### src/design/fp8cv_pkg.sv
package fp8cv_pkg;

    // Default small-format geometry: 1 sign, 3 exponent, 4 mantissa bits.
    localparam int SMALL_EXP_WIDTH_DEF  = 3;
    localparam int SMALL_MANT_WIDTH_DEF = 4;

    // Single-precision field layout.
    localparam int DATA_WIDTH     = 32;
    localparam int WIDE_EXP_WIDTH = 8;
    localparam int WIDE_MANT      = 23;
    localparam int WIDE_BIAS      = 127;
    localparam logic [WIDE_EXP_WIDTH-1:0] WIDE_EXP_MAX = 8'hFF;

    // Conversion direction carried in tuser.
    typedef enum logic
    {
        ACT_NARROW = 1'b0,
        ACT_WIDEN  = 1'b1
    } action_t;

    typedef logic [DATA_WIDTH-1:0] word_t;

endpackage

### src/design/fp32_fp8_format_converter_top.sv
// Channel   | Direction | tdata (low bit up)    | tuser (low bit up)       | Marks
// s_axis    | in        | source_bits [31:0]    | action [0] (1 = widen)   | none
// m_axis    | out       | result_bits [31:0]    | none                     | none
//
// One request is taken per cycle while s_axis_tready is high; its result passes through
// the input register and then the result register around the conversion logic.
// Reset (rst_n low, asynchronous) empties both stages.
// When m_axis stalls, the result register holds and the input register can
// still take one more request, so s_axis_tready drops only when both are full.
module fp32_fp8_format_converter_top #(
    parameter int SMALL_EXP_WIDTH  = fp8cv_pkg::SMALL_EXP_WIDTH_DEF,
    parameter int SMALL_MANT_WIDTH = fp8cv_pkg::SMALL_MANT_WIDTH_DEF
) (
    input  logic                 clk,
    input  logic                 rst_n,
    input  logic                 s_axis_tvalid,
    output logic                 s_axis_tready,
    input  fp8cv_pkg::word_t     s_axis_tdata,   // source_bits [31:0]
    input  fp8cv_pkg::action_t   s_axis_tuser,   // action [0]
    output logic                 m_axis_tvalid,
    input  logic                 m_axis_tready,
    output fp8cv_pkg::word_t     m_axis_tdata    // result_bits [31:0]
);
    import fp8cv_pkg::*;

    localparam int SEW          = SMALL_EXP_WIDTH;
    localparam int SMW          = SMALL_MANT_WIDTH;
    localparam int SMALL_WIDTH  = 1 + SEW + SMW;
    localparam int SMALL_BIAS   = (1 << (SEW - 1)) - 1;
    localparam int SMALL_EMAX   = (1 << SEW) - 1;
    localparam int KW           = $clog2(SMW + 1);
    localparam logic [WIDE_EXP_WIDTH-1:0] OVF_EA   =
        WIDE_EXP_WIDTH'(WIDE_BIAS + SMALL_EMAX - SMALL_BIAS);
    localparam logic [WIDE_EXP_WIDTH-1:0] BOUND_EA =
        WIDE_EXP_WIDTH'(WIDE_BIAS - SMALL_BIAS);
    localparam logic [WIDE_EXP_WIDTH-1:0] SHIFT_LIMIT = WIDE_EXP_WIDTH'(WIDE_MANT);
    localparam logic [SEW-1:0] SMALL_EXP_ALL = {SEW{1'b1}};
    localparam logic [SMW-1:0] SMALL_MANT_ALL = {SMW{1'b1}};

    // Round a 23-bit fraction to the small mantissa, half up, carry dropped.
    function automatic logic [SMW-1:0] round_frac(input logic [WIDE_MANT-1:0] f);
        logic [SMW:0] sum;
        begin
            sum = {1'b0, f[WIDE_MANT-1 -: SMW]} + {{SMW{1'b0}}, f[WIDE_MANT-1-SMW]};
            if (sum[SMW])
                round_frac = f[WIDE_MANT-1 -: SMW];
            else
                round_frac = sum[SMW-1:0];
        end
    endfunction

    // Pipeline registers.
    logic      in_valid_reg;
    action_t   in_action_reg;
    word_t     in_bits_reg;
    logic      out_valid_reg;
    word_t     out_bits_reg;
    logic      advance;

    // Narrowing path signals.
    logic                      n_sign;
    logic [WIDE_EXP_WIDTH-1:0] n_ea;
    logic [WIDE_MANT-1:0]      n_mant;
    logic [WIDE_EXP_WIDTH-1:0] n_shift;
    logic [WIDE_EXP_WIDTH-1:0] n_exp_diff;
    logic [WIDE_MANT-1:0]      n_frac;
    logic [WIDE_MANT-1:0]      n_frac_sh;
    logic [SMW-1:0]            n_nan_mant;
    logic [SEW-1:0]            n_exp_out;
    logic [SMW-1:0]            n_mant_out;
    word_t                     narrow_bits;

    // Widening path signals.
    logic                      w_sign;
    logic [SEW-1:0]            w_ea;
    logic [SMW-1:0]            w_mant;
    logic [KW-1:0]             w_lz;
    logic                      w_found;
    logic [SMW-1:0]            w_norm_mant;
    logic [WIDE_EXP_WIDTH-1:0] w_exp_out;
    logic [WIDE_MANT-1:0]      w_mant_out;
    word_t                     widen_bits;
    word_t                     conv_bits;

    // Stage handshake: stage two moves when empty or drained downstream.
    assign advance       = !out_valid_reg || m_axis_tready;
    assign s_axis_tready = !in_valid_reg || advance;
    assign m_axis_tvalid = out_valid_reg;
    assign m_axis_tdata  = out_bits_reg;

    // Narrowing: fp32 to the small format.
    always_comb
    begin
        n_sign     = in_bits_reg[DATA_WIDTH-1];
        n_ea       = in_bits_reg[DATA_WIDTH-2 -: WIDE_EXP_WIDTH];
        n_mant     = in_bits_reg[WIDE_MANT-1:0];
        n_shift    = BOUND_EA - n_ea - 8'd1;
        n_exp_diff = n_ea - BOUND_EA;
        n_frac     = {1'b1, n_mant[WIDE_MANT-1:1]};
        if (n_shift >= SHIFT_LIMIT)
            n_frac_sh = '0;
        else
            n_frac_sh = n_frac >> n_shift[4:0];
        n_nan_mant = round_frac(n_mant);
        if (n_nan_mant == '0)
            n_nan_mant = SMW'(1);
        if (n_ea == '0)
        begin
            n_exp_out  = '0;
            n_mant_out = '0;
        end
        else if (n_ea == WIDE_EXP_MAX)
        begin
            n_exp_out  = SMALL_EXP_ALL;
            n_mant_out = (n_mant == '0) ? '0 : n_nan_mant;
        end
        else if (n_ea >= OVF_EA)
        begin
            n_exp_out  = SMALL_EXP_ALL;
            n_mant_out = '0;
        end
        else if (n_ea == BOUND_EA)
        begin
            // Boundary exponent: least normal or largest denormal.
            if (n_mant[WIDE_MANT-1])
            begin
                n_exp_out  = SEW'(1);
                n_mant_out = '0;
            end
            else
            begin
                n_exp_out  = '0;
                n_mant_out = SMALL_MANT_ALL;
            end
        end
        else if (n_ea < BOUND_EA)
        begin
            n_exp_out  = '0;
            n_mant_out = round_frac(n_frac_sh);
        end
        else
        begin
            n_exp_out  = n_exp_diff[SEW-1:0];
            n_mant_out = round_frac(n_mant);
        end
        narrow_bits = '0;
        narrow_bits[SMALL_WIDTH-1:0] = {n_sign, n_exp_out, n_mant_out};
    end

    // Widening: small format to fp32; denormals are normalized.
    always_comb
    begin
        w_sign  = in_bits_reg[SEW+SMW];
        w_ea    = in_bits_reg[SEW+SMW-1:SMW];
        w_mant  = in_bits_reg[SMW-1:0];
        w_lz    = '0;
        w_found = 1'b0;
        for (int i = 0; i < SMW - 1; i++)
        begin
            if (!w_found)
            begin
                if (w_mant[SMW-1-i])
                    w_found = 1'b1;
                else
                    w_lz = w_lz + KW'(1);
            end
        end
        w_norm_mant = w_mant << w_lz;
        w_norm_mant = w_norm_mant << 1;
        if (w_ea == '0)
        begin
            if (w_mant == '0)
            begin
                w_exp_out  = '0;
                w_mant_out = '0;
            end
            else
            begin
                w_exp_out  = BOUND_EA - WIDE_EXP_WIDTH'(w_lz);
                w_mant_out = {w_norm_mant, {(WIDE_MANT-SMW){1'b0}}};
            end
        end
        else if (w_ea == SMALL_EXP_ALL)
        begin
            w_exp_out  = WIDE_EXP_MAX;
            w_mant_out = {w_mant, {(WIDE_MANT-SMW){1'b0}}};
        end
        else
        begin
            w_exp_out  = WIDE_EXP_WIDTH'(w_ea) + BOUND_EA;
            w_mant_out = {w_mant, {(WIDE_MANT-SMW){1'b0}}};
        end
        widen_bits = {w_sign, w_exp_out, w_mant_out};
    end

    assign conv_bits = (in_action_reg == ACT_WIDEN) ? widen_bits : narrow_bits;

    // Input stage valid.
    always_ff @(posedge clk or negedge rst_n)
    begin
        if (!rst_n)
            in_valid_reg <= 1'b0;
        else if (s_axis_tready)
            in_valid_reg <= s_axis_tvalid;
    end

    // Input stage payload.
    always_ff @(posedge clk)
    begin
        if (s_axis_tready && s_axis_tvalid)
        begin
            in_action_reg <= s_axis_tuser;
            in_bits_reg   <= s_axis_tdata;
        end
    end

    // Result stage valid.
    always_ff @(posedge clk or negedge rst_n)
    begin
        if (!rst_n)
            out_valid_reg <= 1'b0;
        else if (advance)
            out_valid_reg <= in_valid_reg;
    end

    // Result stage payload.
    always_ff @(posedge clk)
    begin
        if (advance && in_valid_reg)
            out_bits_reg <= conv_bits;
    end

endmodule

### config.mk
export PLATFORM = sky130hd
export DESIGN_NAME = fp32_fp8_format_converter_top
export DESIGN_NICKNAME = d
export VERILOG_FILES = /design/src/design/fp8cv_pkg.sv /design/src/design/fp32_fp8_format_converter_top.sv
export SDC_FILE = /design/constraint.sdc
export NUM_CORES = 1
export LEC_CHECK = 0
export CAP_MARGIN = 5
export CORE_ASPECT_RATIO = 0.75
export CORE_MARGIN = 2
export CORE_UTILIZATION = 29
export CTS_BUF_LIST = sky130_fd_sc_hd__clkbuf_16
export CTS_CLUSTER_SIZE = 25
export DETAILED_ROUTE_END_ITERATION = 7
export DONT_BUFFER_PORTS = 1
export PLACE_DENSITY = 0.48
export SETUP_SLACK_MARGIN = 0.3
export SLEW_MARGIN = 20
export SYNTH_ARGS = -nofsm -noshare
export SYNTH_HDL_FRONTEND = slang
export SYNTH_SLANG_ARGS = --single-unit
### constraint.sdc
create_clock -name clk -period 6.7 [get_ports clk]
set_input_delay 1.34 -clock clk [delete_from_list [all_inputs] [get_ports clk]]
set_output_delay 1.34 -clock clk [all_outputs]
set_load 0.02 [all_outputs]
==> flow_summary.toml <==
[clock_tree]
h-tree-depth = 2
clock_sinks = 54
clockBufferDepth = 2
cts_tree = "yes"
cts_resized = 0
holdBufCountCts = 0
post-cts-setup-buffers = 0
root_buffer = "clkbuf_16"
path_clk_slew_ps = 70
numCtsBuffers = 5
clk_latency_ps = 290

[power_and_ir_drop]
p_leak_nw = 1.09
irDropWorstVdd_v = 0.000119
power_density_nw_per_um2 = 272

[critical_path]
worstPathCellList = "ha_1 > and4_1 > or2_4 > nor3_2 > and4bb_2 > ha_1 > ha_1 > nand4_1 > or4_1 > or4_1 > o211ai_2 > a22oi_2"
r2r_end = "m_axis_tdata[1]"
startpoint = "in_bits_reg[25]"
required_ps = 6730
critPathCapture = "m_axis_tdata[1]"
cp.depth = 12
regToRegSetupSlack_ps = 3140
crit_slowest_cell = "edfxtp_1"
cpMostUsedCell = "ha_1"
end_kind = "register"
critPathBufInv = 0
r2r_cells = 12
startpoint_type = "register"
cpPeakStageDelay_ps = 460
critPathTopFamily = "simple AND/OR/NAND/NOR gates"
critPathMaxFanout = 10
crit_type = "register to register"
worstPathArrival_ps = 3580
r2r-start = "in_bits_reg[25]"

[yosys]
synth_top_area_cell = "edfxtp_1"
async_flop_share_pct = 3.70
synthesis.area_um2 = 2800
yosysSeqAreaShare_pct = 57.6
ys.flop_type = "edfxtp_1"
synth.ff_latch_count = 54
synthTopCellsByArea = "edfxtp_1 (56%), ha_1 (4.5%), buf_4 (3.5%), a21oi_1 (2.5%), o21ai_0 (2.0%)"
syn_avg_cell_area_um2 = 12.2
postSynthCellCount = 229
synth.most_common_cell = "edfxtp_1"
ys_warn_count = 0
yosys.cell_types.count = 58
netlist.area_leader.share_pct = 55.8
ys_top_cells_by_count = "edfxtp_1 (52), a21oi_1 (14), buf_4 (13)"
synth_edf_count = 52

[final_layout]
drive_gt1_share_pct = 10.1
largest_reg_flops = 32
final_cells = 360
diodes = 0
areaGrowthSynthToFinish_pct = 8.85
final_nets = 274

[placement]
place_congestion = 0.869
placed_cells_incl_taps = 352
portBuffers = 0
hpwlAfterDp_mm = 4.21

[hold_path]
worstHoldPathType = "register to register"

[global_route]
grt_max_degree = 34
grt_pass1_vias = 1560
grt_pass1_wl_mm = 8.68
grt_usage_pct = 10.9
grt.overflow.total = 0
antenna_found_initial = 0

[floorplanning]
die-height_um = 89.1
ios = 71
rows = 31
core_area_um2 = 9540
initial_utilization_pct = 29.3
fp.dieArea_um2 = 10500
die_w_um = 117

[route]
drtIter0Drc = 110
drt-pass1-iter-count = 4
avgRoutedWirePerCell_um = 15.7
vias_per_cell = 4.78
ant_nets = 0
drc = 0
wl_mm = 5.66
vias = 1722

[timing]
relSlewSlack_pct = 40.7
setup_viol = 0
period_needed_ps = 3560
hold-worst-slack_ps = 483
worst_pin_slew_ps = 889
rsz0062_at_grt = "no"
fin_tns_setup_ps = 0
final_max_slew_viol_count = 0
finalHoldViolCount = 0
timing.final.crit_share_pct = 53.1
fmaxAchievable_mhz = 281
fin_skew_ps = 5.04

[flow_run]
maxCapViolations = 0

[run_status]
status = "finished, final reports clean"
-- per-layer routing --
layer	vias up	track usage (%)	part of all wire (%)
li1	844	-	-
met1	799	16.0	55
met2	72	15.1	38
met3	7	3.25	5.5
met4	0	4.05	1.6
met5	-	0	0
-- kinds of logic after synthesis --
family	share of synthesized area (%)
adders and majority gates	4.47
AOI/OAI and AO/OA	13.4
DFF	57.6
other	0.134
xor gates and xnor gates	0.626
buffers and inverters	6.75
and+or+nand+nor	15.6
muxes	1.52
-- layout make-up --
type	instances	area, um^2
Clock buffer	5	125
Clock inverter	3	63.8
Fill cell	977	6490
Inverter	10	37.5
Multi-Input combinational cell	155	1040
Sequential cell	54	1610
Tap cell	132	165
Timing Repair Buffer	1	7.51
-- worst min path at each step --
stage | to | startpoint | slack [ps] | cells after the start
finish | m_axis_tvalid | in_valid_reg | 480 | 1
global route | m_axis_tvalid | in_valid_reg | 520 | 1
CTS | m_axis_tvalid | in_valid_reg | 490 | 1
detailed placement | m_axis_tvalid | in_valid_reg | 470 | 1
global placement | m_axis_tvalid | in_valid_reg | 460 | 1
floorplan | m_axis_tvalid | in_valid_reg | 450 | 1
-- report_power, final --
group	switching (W)	internal, W
clock	0.000114	0.000213
sequential	0.0000342	0.000401
combinational	0.0000443	0.0000228
-- cells in the final DEF (no fill, tap or decap), drive strengths merged, types with 3 or more instances in the layout --
master  instances
edfxtp         52
a21oi          14
nand2          11
o21ai          11
conb           11
inv            10
nor2           10
ha             10
nand3           7
nand2b          7
and2            6
nor3            6
clkbuf          5
a31oi           4
nor4            4
o211ai          4
and4            3
nand3b          3
nor2b           3
a22oi           3
or2             3
-- worst register-to-register path, delay by kind of cell (launching register included) --
| family | cells | cell delay, ps |
|---|---|---|
| adder cells (fa/ha/maj) | 3 | 620 |
| AO/OA/AOI/OAI | 2 | 170 |
| flip-flops | 1 | 460 |
| AND/OR/NAND/NOR | 7 | 2040 |
-- through the flow --
| step | instance area [um^2] | power [W] | setup slack, ps | utilization [%] |
|---|---|---|---|---|
| finish | 3050 | 0.000829 | 3140 | 31.9 |
| global route | 3050 | 0.000863 | 2990 | 31.9 |
| CTS | 3050 | 0.000840 | 3150 | 31.9 |
| detailed placement | 2860 | 0.000511 | 3130 | 30.0 |
| global placement | 2860 | 0.000511 | 3240 | 30.0 |
| floorplan | 2840 | 0.000497 | 3380 | - |
No activity file was read; power rests on OpenSTA's default activity.
